$ cat config.mk
export PLATFORM = sky130hd
export DESIGN_NAME = binary_to_decimal_ascii
export DESIGN_NICKNAME = d
export VERILOG_FILES = /design/src/rtl/bda_pkg.sv /design/src/rtl/binary_to_decimal_ascii.sv /design/src/rtl/bda_dpath.sv /design/src/rtl/bda_ctrl.sv
export SDC_FILE = /design/constraint.sdc
export NUM_CORES = 1
export LEC_CHECK = 0
export BUFFER_PORTS_ARGS = -buffer_cell sky130_fd_sc_hd__buf_2
export CAP_MARGIN = 5
export CORE_MARGIN = 2
export CORE_UTILIZATION = 30
export CTS_CLUSTER_SIZE = 28
export DETAILED_ROUTE_END_ITERATION = 12
export PLACE_DENSITY_LB_ADDON = 0.2
export SLEW_MARGIN = 20
export SYNTH_ARGS = -nofsm -noshare
export SYNTH_HDL_FRONTEND = slang
export SYNTH_SLANG_ARGS = --single-unit
export TNS_END_PERCENT = 100
$ cat constraint.sdc
create_clock -name clk -period 5.15 [get_ports clk]
set_input_delay 0.7725 -clock clk [delete_from_list [all_inputs] [get_ports clk]]
set_output_delay 0.7725 -clock clk [all_outputs]
set_load 0.05 [all_outputs]
$ cat src/rtl/bda_pkg.sv
// bda_pkg: shared types and constants for the binary to decimal ascii converter
// no dependencies

package bda_pkg;

  localparam int BIN_W  = 32;              // input value width
  localparam int DIG_N  = 10;              // decimal digits of a 32-bit value
  localparam int BCD_W  = 4 * DIG_N;       // packed bcd width
  localparam int CHAR_W = 6;               // output character width
  localparam int CNT_W  = 5;               // shift step counter width
  localparam int IDX_W  = 4;               // digit index width

  localparam logic [CNT_W-1:0] LAST_STEP  = CNT_W'(BIN_W - 1);
  localparam logic [IDX_W-1:0] LAST_DIGIT = IDX_W'(DIG_N - 1);
  localparam logic [CHAR_W-1:0] ASCII_ZERO = CHAR_W'(48);

  typedef enum logic [1:0] {
    ST_IDLE,
    ST_CONV,
    ST_SCAN,
    ST_EMIT
  } state_t;

  // commands from controller to datapath
  typedef struct packed {
    logic load;     // capture value, clear bcd and counters
    logic shift;    // one add-3 and shift step
    logic advance;  // move to next digit
    logic emit;     // present current digit on the result ports
  } cmd_t;

  // status from datapath to controller
  typedef struct packed {
    logic conv_last;   // current shift step is the final one
    logic digit_zero;  // current digit is zero
    logic digit_last;  // current digit is the least significant
  } sts_t;

endpackage

$ cat src/rtl/binary_to_decimal_ascii.sv
// binary_to_decimal_ascii: top level of the binary to decimal ascii converter
// depends on bda_pkg, bda_ctrl and bda_dpath

// converts one unsigned 32-bit value per transaction into its decimal text,
// one ascii digit per result, most significant first, leading zeros dropped;
// zero gives a single '0' and the final digit carries out_last_digit.
// a transaction is taken when start is high and busy is low. the value is
// converted by a double-dabble register, one shift-and-add-3 step a cycle
// for each of the 32 input bits; the digit scan then visits each of the ten
// digit positions in turn, skipping leading zeros and emitting the rest. a
// transaction's length does not depend on the value; it is set by the 32-step
// conversion loop and the fixed ten-position scan, and the block takes no new
// value until the scan is done. each digit goes through the result register as
// the scan reaches it, the units digit last. each result shows for a single
// cycle with out_valid high and cannot be held off by the receiver; the last
// result is still on the ports as busy drops

module binary_to_decimal_ascii (
  input  logic                       clk,
  input  logic                       rst_n,
  input  logic                       start,
  output logic                       busy,
  input  logic [bda_pkg::BIN_W-1:0]  in_value,
  output logic                       out_valid,
  output logic [bda_pkg::CHAR_W-1:0] out_digit_char,
  output logic                       out_last_digit
);

  // command and status between controller and datapath
  bda_pkg::cmd_t cmd;
  bda_pkg::sts_t sts;

  // sequencer: load, convert, skip leading zeros, emit
  bda_ctrl u_ctrl (
    .clk   (clk),
    .rst_n (rst_n),
    .start (start),
    .sts   (sts),
    .cmd   (cmd),
    .busy  (busy)
  );

  // shift register, digit scanner and registered result ports
  bda_dpath u_dpath (
    .clk            (clk),
    .rst_n          (rst_n),
    .in_value       (in_value),
    .cmd            (cmd),
    .sts            (sts),
    .out_valid      (out_valid),
    .out_digit_char (out_digit_char),
    .out_last_digit (out_last_digit)
  );

endmodule

$ cat src/rtl/bda_dpath.sv
// bda_dpath: double-dabble shift register, digit scanner and result register
// depends on bda_pkg

module bda_dpath (
  input  logic                          clk,
  input  logic                          rst_n,
  input  logic [bda_pkg::BIN_W-1:0]     in_value,
  input  bda_pkg::cmd_t                 cmd,
  output bda_pkg::sts_t                 sts,
  output logic                          out_valid,
  output logic [bda_pkg::CHAR_W-1:0]    out_digit_char,
  output logic                          out_last_digit
);

  logic [bda_pkg::BIN_W-1:0]  bin_r,  bin_nxt;
  logic [bda_pkg::BCD_W-1:0]  bcd_r,  bcd_nxt;
  logic [bda_pkg::BCD_W-1:0]  bcd_adj;
  logic [bda_pkg::CNT_W-1:0]  cnt_r,  cnt_nxt;
  logic [bda_pkg::IDX_W-1:0]  idx_r,  idx_nxt;
  logic                       valid_r;
  logic [bda_pkg::CHAR_W-1:0] char_r;
  logic                       last_r;
  logic [3:0]                 cur_digit;

  // add 3 to every digit of five or more
  always_comb begin
    for (int i = 0; i < bda_pkg::DIG_N; i++) begin
      if (bcd_r[4*i +: 4] >= 4'd5) begin
        bcd_adj[4*i +: 4] = bcd_r[4*i +: 4] + 4'd3;
      end else begin
        bcd_adj[4*i +: 4] = bcd_r[4*i +: 4];
      end
    end
  end

  assign cur_digit = bcd_r[bda_pkg::BCD_W-1 -: 4];

  always_comb begin
    bin_nxt = bin_r;
    bcd_nxt = bcd_r;
    cnt_nxt = cnt_r;
    idx_nxt = idx_r;
    if (cmd.load) begin
      bin_nxt = in_value;
      bcd_nxt = '0;
      cnt_nxt = '0;
      idx_nxt = '0;
    end else if (cmd.shift) begin
      {bcd_nxt, bin_nxt} = {bcd_adj[bda_pkg::BCD_W-2:0], bin_r, 1'b0};
      cnt_nxt = cnt_r + 1'b1;
    end else if (cmd.advance) begin
      bcd_nxt = {bcd_r[bda_pkg::BCD_W-5:0], 4'd0};
      idx_nxt = idx_r + 1'b1;
    end
  end

  always_ff @(posedge clk) begin
    bin_r <= bin_nxt;
    bcd_r <= bcd_nxt;
    cnt_r <= cnt_nxt;
    idx_r <= idx_nxt;
    if (cmd.emit) begin
      char_r <= bda_pkg::ASCII_ZERO + {2'b00, cur_digit};
      last_r <= (idx_r == bda_pkg::LAST_DIGIT);
    end
  end

  always_ff @(posedge clk) begin
    if (!rst_n) begin
      valid_r <= 1'b0;
    end else begin
      valid_r <= cmd.emit;
    end
  end

  assign sts.conv_last  = (cnt_r == bda_pkg::LAST_STEP);
  assign sts.digit_zero = (cur_digit == 4'd0);
  assign sts.digit_last = (idx_r == bda_pkg::LAST_DIGIT);

  assign out_valid      = valid_r;
  assign out_digit_char = char_r;
  assign out_last_digit = last_r;

endmodule

$ cat src/rtl/bda_ctrl.sv
// bda_ctrl: sequencing state machine for conversion and digit emission
// depends on bda_pkg

module bda_ctrl (
  input  logic          clk,
  input  logic          rst_n,
  input  logic          start,
  input  bda_pkg::sts_t sts,
  output bda_pkg::cmd_t cmd,
  output logic          busy
);

  bda_pkg::state_t state_r, state_nxt;

  always_ff @(posedge clk) begin
    if (!rst_n) begin
      state_r <= bda_pkg::ST_IDLE;
    end else begin
      state_r <= state_nxt;
    end
  end

  // next state
  always_comb begin
    state_nxt = state_r;
    unique case (state_r)
      bda_pkg::ST_IDLE: begin
        if (start) state_nxt = bda_pkg::ST_CONV;
      end
      bda_pkg::ST_CONV: begin
        if (sts.conv_last) state_nxt = bda_pkg::ST_SCAN;
      end
      bda_pkg::ST_SCAN: begin
        if (sts.digit_last) begin
          state_nxt = bda_pkg::ST_IDLE;
        end else if (!sts.digit_zero) begin
          state_nxt = bda_pkg::ST_EMIT;
        end
      end
      bda_pkg::ST_EMIT: begin
        if (sts.digit_last) state_nxt = bda_pkg::ST_IDLE;
      end
      default: state_nxt = bda_pkg::ST_IDLE;
    endcase
  end

  // outputs
  always_comb begin
    cmd  = '0;
    busy = 1'b1;
    unique case (state_r)
      bda_pkg::ST_IDLE: begin
        busy     = 1'b0;
        cmd.load = start;
      end
      bda_pkg::ST_CONV: begin
        cmd.shift = 1'b1;
      end
      bda_pkg::ST_SCAN: begin
        // leading zeros are dropped, the units digit always goes out
        cmd.emit    = !sts.digit_zero || sts.digit_last;
        cmd.advance = !sts.digit_last;
      end
      bda_pkg::ST_EMIT: begin
        cmd.emit    = 1'b1;
        cmd.advance = !sts.digit_last;
      end
      default: busy = 1'b0;
    endcase
  end

endmodule

Word level (Yosys, flattened, before mapping)
Index checks and enable logic that the tools add are counted.

Bitwise operators: 1. Equal/unequal tests: 9. Multiplexer cells: 24. Reduce and logical (&&, ||, !) cells: 9. Magnitude comparators: 10. $add $sub $neg: 13.

Operators by type and width (count): 40-bit two-way mux (2); 32-bit two-way mux (2); 4-bit by 3-bit greater-or-equal comparator with 1-bit output, second input constant (10); 4-bit by 2-bit adder with 4-bit output, second input constant (9); 4-bit two-way mux (9); 2-bit two-way mux (5); 2-bit one-hot mux with 4 select lines (1); 5-bit by 5-bit adder with 6-bit output, first input constant (1); 5-bit by 1-bit adder with 5-bit output, second input constant (1); 5-bit == test, second input constant (1); 4-bit by 1-bit adder with 4-bit output, second input constant (1); 2-bit == test, second input constant (2); 4-bit == test, second input constant (1); 4-bit logical NOT (1); 2-bit != test, second input constant (2); 2-bit one-hot mux with 2 select lines (1); 4-bit AND reduction (1); 2-bit nonzero test (2); 3-bit by 2-bit adder with 3-bit output, second input constant (1); 1-bit two-way mux (3); 3-bit two-way mux (1); 3-bit != test, second input constant (1); 2-bit by 1-bit == test with 1-bit output, second input constant (1); 1-bit logical NOT (2); 5 further kinds (5).

Bits of input ports: 35. Register bits: 91. Word-level logic and storage cells: 74. Output and inout bits: 9.

Logic depth before layout (Yosys ltp)
Gate-level depths: netlist of the first run.

Depth in word-level cells: 6. Depth in mapped cells: 9. Gate-level depth less buffers: 6.

Modules after synthesis
Synthesis of the first run repeated with hierarchy kept, for this count alone.

Cells, all modules: 449. Area total of the unflattened synthesis: 4760.8 µm².

Modules (own cells, without submodules): bda_dpath (instances 1, seq. area each 2112.0 µm², area an instance 4625.7 µm², cells each 433); bda_ctrl (instances 1, seq. area each 40.0 µm², area an instance 135.1 µm², cells each 16).

Worst setup path after synthesis of the first run
No wires, ideal clock.

Kind: in2reg. Start: in start. End: reg u_dpath.bin_r[0] in the netlist's numbering, enable pin. Data required time: 4.671 ns. Stages: 3. Arrival: 1.750 ns. Library setup time: 0.479 ns. Path slack: 2.921 ns. Path buffers: 1. Cell sequence: nand2_2 -> clkbuf_1 -> nand2_1.

Cells in the longest elaborated chain, start to end: 2.

RTL lines: start, declared (line binary_to_decimal_ascii.sv:21) `input logic start,`; 1-bit two-way mux (line bda_ctrl.sv:51) `unique case (state_r)`; 2-bit nonzero test (no source line); end signal, assigned (line bda_dpath.sv:58) `bin_r <= bin_nxt;`; end, declared (line bda_dpath.sv:15) `logic [bda_pkg::BIN_W-1:0] bin_r, bin_nxt;`.

No other way between the ends. A chain may end at the register's enable or synchronous reset.

Worst setup path after layout of the first run
Start: reg u_ctrl.state_r[1]. End: out busy.

Cells in the longest elaborated chain, start to end: 2.

RTL lines: start, declared (line bda_ctrl.sv:13) `bda_pkg::state_t state_r, state_nxt;`; start signal, assigned (line bda_ctrl.sv:17) `state_r <= bda_pkg::ST_IDLE;`; start signal, assigned (line bda_ctrl.sv:19) `state_r <= state_nxt;`; 2-bit logical NOT (line bda_ctrl.sv:51); 1-bit two-way mux (line bda_ctrl.sv:51); end, declared (line binary_to_decimal_ascii.sv:22) `output logic busy,`.

No other way between the ends.

==> results.yml, run 1 <==
worst_hold_path:
  hold_depth: 2
  hold_end: "u_dpath.cnt_r[4]"
  min_from: "u_dpath.cnt_r[4]"
  hold_path.class: "register to register"
placement:
  dp_cells: 747
  gp_congestion: 0.727
  dpl.hpwl_mm: 6.79
  place.port_buffers: 41
worst_setup_path:
  worstReg2RegEnd: "u_dpath.idx_r[1]"
  cp-start-kind: "register"
  r2r_slack_ps: 2750
  end_kind: "output pin"
  critPathKind: "register to output pin"
  crit_arrival_ps: 1850
  r2r_start: "u_ctrl.state_r[1]"
  reg2reg_depth: 4
  cp.required_ps: 4380
  crit_path_max_fanout: 21
floorplanning:
  fp.dieH_um: 130
  fp.coreArea_sq_um: 15800
  die_area_sq_um: 17000
  std_cell_rows: 46
  initial_core_util_pct: 30.4
  die-width_um: 130
  io_pins: 44
synth:
  synth_fa_ha_area_share_pct: 6.52
  synthArstFlopShare_pct: 0
  synth_top_family_by_area: "compound AO/OA/AOI/OAI gates"
  syn_area_sq_um: 4800
  ys_seq_elements: 89
  synth_compound_area_share_pct: 20.8
  ys_seq_area_share_pct: 44.9
  synth_xor_area_share_pct: 2.74
  syn_avg_cell_area_sq_um: 9.31
  synth_edf_count: 37
  yosysWarnings: 0
  synth_cells: 515
  synthFlopType: "dfxtp_1"
  synth.distinct_cells: 45
  synthSimpleGateAreaFrac_pct: 17.8
  synthMuxAreaShare_pct: 0.417
sta:
  worstMarginPinSlew_ps: 960
  timing.fmax_mhz: 382
  period_needed_ps: 2620
  slew_violations: 0
  post-route-period-util_pct: 50.9
  timing.slew.headroom_pct: 35.9
  fin_hold_ws_ps: 473
  finalSetupTns_ps: 0
  skew_ps: 5.49
  finalSetupViolCount: 0
  hold_violations: 0
  rsz0062_at_grt: "no"
detailed_routing:
  wl_mm: 10.6
  dr.first_iter.drc_count: 287
  routed_via_density: 4.93
  route.vias.total: 3763
  detail_route.wl_per_cell_um: 13.9
  ant_nets: 0
  drt_pass1_iterations: 4
  remaining_drc_errors: 0
finish:
  final_common_cell: "nand2_1"
  utilization_pct: 34.3
  final_cells: 763
  drive_gt1_share_pct: 14.4
  nFillCells: 1645
  antennaDiodeCount: 0
  area_delta_synth_final_pct: 12.7
  final_cell_mix: "nand2_1, dfxtp_1, a21oi_1"
  layout.nets: 602
global_routing:
  antenna_found_initial: 0
  grt_pass1_wl_mm: 17.5
  grt_pass1_vias: 3551
  grt_use_total_pct: 12.8
  grt_max_degree: 71
  grt_overflow: 0
power:
  peakVddDrop_uv: 169
  power_density_nw_per_um2: 381
  p_leak_nw: 2.21
clock_tree:
  holdBufCountCts: 0
  cts_resized: 0
  cts_setup_buffers: 0
  clock_latency_ps: 340
  cts_root_buf: "clkbuf_16"
  clkTransAtPathRegs_ps: 70
  clock_sinks: 89
  htree_num_levels: 3
  cts_tree: "built"
  cts_buffer_depth: 2
  cts_buffers: 9
run_status:
  status: "completed"
flow_run:
  max-cap-violations: 0
==> cells in the mapped netlist (2+ instances only) <==
library cell / number / area [sq um]
nand2_1: 107 / 402
dfxtp_1: 52 / 1040
a21oi_1: 46 / 230
edfxtp_1: 37 / 1110
o21ai_0: 36 / 180
inv_1: 29 / 109
ha_1: 25 / 313
nor3b_1: 18 / 135
a211o_1: 13 / 114
a221oi_2: 12 / 180
nand3_1: 12 / 60.1
xnor2_1: 12 / 105
nand2b_1: 11 / 68.8
nor2_1: 11 / 41.3
a31oi_1: 8 / 50.1
buf_2: 8 / 40.0
buf_4: 8 / 60.1
buf_6: 8 / 90.1
clkbuf_1: 7 / 26.3
a221oi_1: 6 / 52.6
a2111oi_0: 5 / 43.8
a32o_1: 4 / 40.0
o211ai_1: 4 / 30.0
and4_1: 3 / 26.3
nand4_1: 3 / 18.8
nor3_1: 3 / 15.0
o21ai_1: 3 / 15.0
xor2_1: 3 / 26.3
a32oi_1: 2 / 17.5
and2_1: 2 / 12.5
and3_1: 2 / 12.5
mux2i_1: 2 / 20.0
==> how the worst max path moves through the flow <==
stage / start / to
5_1_grt: u_ctrl.state_r[1] / busy
6_report: u_ctrl.state_r[1] / busy
2_1_floorplan: start / u_dpath.bin_r[0]
3_3_place_gp: u_ctrl.state_r[1] / u_dpath.bin_r[6]
4_1_cts: u_ctrl.state_r[1] / busy
3_5_place_dp: u_ctrl.state_r[1] / u_dpath.idx_r[1]
==> cell families after synthesis <==
logic type	count (synthesis)
AO/OA/AOI/OAI	144
XOR/XNOR	15
adder cells (fa/ha/maj)	25
buffers and inverters	60
flip-flops	89
multiplexers	2
other	1
AND/OR/NAND/NOR	179
==> cell type report <==
cell class / instances / area (sq um) / area share, %
Multi-Input combinational cell: 367 / 2330 / 43.1
Sequential cell: 89 / 2150 / 39.8
Tap cell: 216 / 270 / 5.00
Timing Repair Buffer: 46 / 243 / 4.49
Clock buffer: 10 / 229 / 4.23
Inverter: 29 / 109 / 2.01
Clock inverter: 6 / 73.8 / 1.37
==> metrics by stage <==
stage	instance area, sq um	setup slack [ps]	total power, mW
finish	5410	2530	2.06
global route	5410	2340	2.19
CTS	5410	2500	2.08
detailed placement	5100	2750	1.40
global placement	5100	2790	1.38
floorplan	4800	2920	1.29
==> critical path: stages (launching register included) <==
cell and delay, ps:
dfxtp_1 920, nor2_2 180, inv_1 130, buf_2 280
==> power by group <==
| part | switching (mW) | leakage, nW | internal [mW] |
|---|---|---|---|
| logic | 0.260 | 1.27 | 0.191 |
| clock network | 0.293 | 0.148 | 0.383 |
| registers | 0.0916 | 0.799 | 0.843 |
| total | 0.645 | 2.21 | 1.42 |
==> state kept, by name, indices dropped and copies added, names as in the netlist <==
| signal | flops |
|---|---|
| u_ctrl.state_r | 2 |
| u_dpath.bcd_r | 40 |
| u_dpath.bin_r | 32 |
| u_dpath.cnt_r | 5 |
| u_dpath.idx_r | 4 |
| u_dpath.out_digit_char | 4 |
| u_dpath.out_last_digit | 1 |
| u_dpath.out_valid | 1 |
==> per-layer routing <==
metal,vias up,wire [um],GRT usage (%)
met3,12,203,1.59
met1,1807,5260,17.4
met4,0,166,5.01
met5,-,0,0
li1,1897,-,-
met2,47,4960,21.0
(Power assumes the default switching activity.)
==> inputs of run 2 (changes only) <==
- clock period: 5.15 -> 2.5 ns (I/O delays scaled with it)
==> results.yml, run 2 (same netlist as run 1, synthesis figures left out) <==
run_status:
  status: "completed"
worst_setup_path:
  path_delay_family: "flip-flops"
  end_kind: "output pin"
  crit_chain: "nor2_2, inv_1, buf_2"
  slowest_delay_ps: 590
  cp_num_buf_inv: 2
  r2r_start: "u_dpath.idx_r[0]"
  slowest_stage: "dfxtp_1"
  critPathKind: "register to output pin"
  crit_start: "u_ctrl.state_r[1]"
  crit_arrival_ps: 1460
  cp.required_ps: 2120
  cp-start-kind: "register"
  crit_path_max_fanout: 10
detailed_routing:
  ant_nets: 0
  drt_pass1_iterations: 4
  route.vias.total: 3728
  wl_mm: 10.8
  detail_route.wl_per_cell_um: 14.0
  routed_via_density: 4.86
  dr.first_iter.drc_count: 235
  remaining_drc_errors: 0
global_routing:
  grt_max_degree: 71
  grt_pass1_vias: 3571
  grt_pass1_wl_mm: 17.4
  antenna_found_initial: 0
  grt_overflow: 0
  grt_use_total_pct: 12.9
sta:
  period_needed_ps: 1840
  finalSetupViolCount: 0
  hold_violations: 0
  skew_ps: 9.21
  worstMarginPinSlew_ps: 580
  rsz0062_at_grt: "no"
  slew_violations: 0
  post-route-period-util_pct: 73.5
  timing.slew.headroom_pct: 61.4
  timing.fmax_mhz: 544
  finalSetupTns_ps: 0
clock_tree:
  holdBufCountCts: 0
  cts_resized: 0
  cts_root_buf: "clkbuf_16"
  cts_buffer_depth: 2
  cts_buffers: 9
  clkTransAtPathRegs_ps: 70
  cts_tree: "built"
  clock_latency_ps: 340
  cts_setup_buffers: 0
  htree_num_levels: 3
  clock_sinks: 89
flow_run:
  max-cap-violations: 0
power:
  power_density_nw_per_um2: 797
  p_leak_nw: 2.26
  p_seq_share_pct: 44.0
  swShare_pct: 29.7
  internal-power_mw: 3.08
  peakVddDrop_uv: 343
  combPwrFrac_pct: 21.5
  finalPower_mw: 4.38
  switchingPower_mw: 1.30
  clkPwrFrac_pct: 34.5
finish:
  final_common_cell: "nand2_1"
  largestRegisters: "u_dpath.bcd_r (40), u_dpath.bin_r (32), u_dpath.cnt_r (5)"
  area_delta_synth_final_pct: 14.5
  largest_reg_flops: 40
  antennaDiodeCount: 0
  layout.nets: 606
  final_cell_mix: "nand2_1, dfxtp_1, a21oi_1"
  utilization_pct: 34.8
  final_cell_area_sq_um: 5490
  drive_gt1_share_pct: 14.9
  regMostFlops: "u_dpath.bcd_r"
floorplanning:
  die_area_sq_um: 17000
  fp.dieH_um: 130
  std_cell_rows: 46
  die-width_um: 130
  io_pins: 44
  fp.coreArea_sq_um: 15800
  initial_core_util_pct: 30.4
worst_hold_path:
  min_from: "rst_n"
  hold_path.class: "input port to register"
placement:
  place_area_sq_um: 5160
  place.port_buffers: 41
  dpl.hpwl_mm: 6.98
  gp_congestion: 0.749
## run 2: routing by layer
layer	share of wire (%)	global-route usage (%)	vias up
met3	2.4	1.83	11
met1	48	17.4	1779
met5	0	0	-
met2	48	21.0	40
met4	1.6	5.13	0
li1	-	-	1898
## run 2: through the flow
step | hold slack (ps) | cells | setup slack (ps)
2_1_floorplan | 440 | 516 | 431
3_3_place_gp | 449 | 751 | 719
3_5_place_dp | 459 | 751 | 725
4_1_cts | 273 | 767 | 620
5_1_grt | 283 | 767 | 516
6_report | 286 | 767 | 662
## run 2: path summary, 6_finish.rpt
path,cells after the start,end,slack (ps)
setup / recovery,3,busy,660
hold / removal,2,u_dpath.out_valid,290
setup reg to reg,4,u_dpath.bcd_r[11],710
hold reg to reg,2,u_dpath.cnt_r[4],460
## run 2: worst register-to-register path: cells and delay by family, from the launching register on
kind / cells / cell delay (ps)
compound gates: 2 / 740
flops: 1 / 400
simple gates: 1 / 350
fa+ha+maj: 1 / 160
## run 2: power groups by stage
stage	logic (mW)	registers (mW)	clock network [mW]
after floorplan	0.767	1.89	0
after global placement	0.920	1.94	0
after detailed placement	0.941	1.95	0
after CTS	0.948	1.92	1.55
after global routing	1.07	1.96	1.61
final	0.941	1.93	1.51
## run 2: layout make-up
class	count	area (sq um)
Clock inverter	4	73.8
Multi-Input combinational cell	367	2330
Timing Repair Buffer	50	298
Inverter	29	109
Fill cell	1653	10300
Tap cell	216	270
Sequential cell	89	2150
Clock buffer	12	258
==> inputs of run 3 (changes only) <==
- clock period: 2.5 -> 1.7 ns (I/O delays scaled with it)
==> results.yml, run 3 (same netlist as run 1, synthesis figures left out) <==
power:
  clkPwrFrac_pct: 32.9
  switchingPower_mw: 1.98
  peakVddDrop_uv: 508
  p_seq_share_pct: 44.0
  p_leak_nw: 2.34
  internal-power_mw: 4.41
  swShare_pct: 31.0
  combPwrFrac_pct: 23.1
  power_density_nw_per_um2: 1130
floorplanning:
  io_pins: 44
  die-width_um: 130
  fp.dieH_um: 130
  die_area_sq_um: 17000
  std_cell_rows: 46
  initial_core_util_pct: 30.4
  fp.coreArea_sq_um: 15800
clock_tree:
  htree_num_levels: 3
  cts_buffer_depth: 2
  cts_tree: "built"
  clock_latency_ps: 350
  cts_buffers: 9
  holdBufCountCts: 0
  clock_sinks: 89
  cts_root_buf: "clkbuf_16"
  clkTransAtPathRegs_ps: 70
placement:
  dpl.hpwl_mm: 7.11
  place.port_buffers: 41
  gp_congestion: 0.763
global_routing:
  grt_use_total_pct: 12.6
  grt_pass1_wl_mm: 16.8
  grt_overflow: 0
  antenna_found_initial: 0
  grt_pass1_vias: 3443
  grt_max_degree: 49
sta:
  rsz0062_at_grt: "no"
  period_needed_ps: 1600
  timing.fmax_mhz: 623
  skew_ps: 6.01
  finalSetupTns_ps: 0
  hold_violations: 0
  finalSetupViolCount: 0
  fin_hold_ws_ps: 160
  slew_violations: 0
  post-route-period-util_pct: 94.4
worst_setup_path:
  crit_path_max_fanout: 6
  cp.required_ps: 1950
  critPathKind: "register to register"
  crit_start: "u_dpath.bcd_r[37]"
  crit_arrival_ps: 1850
  end_kind: "register"
  cp-start-kind: "register"
  r2r_start: "u_dpath.bcd_r[37]"
detailed_routing:
  dr.first_iter.drc_count: 235
  ant_nets: 0
  drt_pass1_iterations: 4
  remaining_drc_errors: 0
  routed_via_density: 4.86
  detail_route.wl_per_cell_um: 13.9
  route.vias.total: 3792
  wl_mm: 10.8
finish:
  area_delta_synth_final_pct: 18.3
  largestRegisters: "u_dpath.bcd_r (40), u_dpath.bin_r (32), u_dpath.cnt_r (5)"
  antennaDiodeCount: 0
  final_cell_mix: "nand2_1, dfxtp_1, a21oi_1"
  final_common_cell: "nand2_1"
  drive_gt1_share_pct: 17.9
  largest_reg_flops: 40
  layout.nets: 619
  regMostFlops: "u_dpath.bcd_r"
flow_run:
  max-cap-violations: 0
run_status:
  status: "completed"
worst_hold_path:
  hold_path.class: "input port to register"
  min_from: "in_value[10]"
==> run 3: changes by cell type in the layout (fill, tap and decap cells not counted), sizes merged <==
cell	previous run	this run
clkinv	1	2
bufinv	2	1
inv	30	31
clkinvlp	0	1
buf	50	61
==> run 3: layout make-up <==
cell class	count	area (sq um)
fill	1636	10100
multi-input combinational	367	2350
sequential	89	2150
timing repair buffer	63	480
tap	216	270
clock buffer	10	239
inverter	29	109
clock inverter	6	75.1
==> run 3: worst max-delay path, cell delays in order, from the launching register on <==
cell and delay, ps:
dfxtp_1 310, inv_1 110, ha_1 150, or4b_1 480, o21a_2 280, and2_1 170
==> run 3: worst paths after layout <==
| path | cells past startpoint | slack [ps] | end |
|---|---|---|---|
| setup / recovery | 5 | 100 | u_dpath.out_valid |
| hold / removal | 3 | 160 | u_dpath.bin_r[10] |
| setup reg to reg | 5 | 100 | u_dpath.out_valid |
| hold reg to reg | 2 | 470 | u_dpath.cnt_r[4] |
==> run 3: what timing repair did <==
| item | CTS | global route |
|---|---|---|
| endpoints found under the setup margin | 0 | 11 |
| setup buffers | 0 | 0 |
| gates resized for setup | 0 | 7 |
==> run 3: power groups by stage <==
| stage | sequential, mW | combinational (mW) | clock, mW |
|---|---|---|---|
| after floorplan | 2.78 | 1.13 | 0 |
| after global placement | 2.84 | 1.42 | 0 |
| after detailed placement | 2.85 | 1.45 | 0 |
| after CTS | 2.80 | 1.46 | 2.15 |
| after global routing | 2.85 | 1.68 | 2.24 |
| final | 2.81 | 1.48 | 2.10 |
==> run 3: stage by stage <==
step	util (%)	instances	setup WS, ps	power (mW)	cell area (sq um)
final	36.0	780	95.9	6.38	5670
after global routing	36.0	780	7.17	6.77	5670
after CTS	35.6	778	43.2	6.42	5610
after detailed placement	33.6	762	64.9	4.30	5300
after global placement	33.6	762	97.5	4.26	5300
after floorplan	-	516	91.0	3.91	4810
==> run 3: layer usage <==
metal / wire, um / share of wire (%) / up-vias / GRT usage [%]
met3: 234 / 2.2 / 12 / 2.00
met1: 5100 / 47 / 1807 / 16.2
met5: 0 / 0 / - / 0
met4: 198 / 1.8 / 0 / 6.32
met2: 5270 / 49 / 45 / 20.7
li1: - / - / 1928 / -
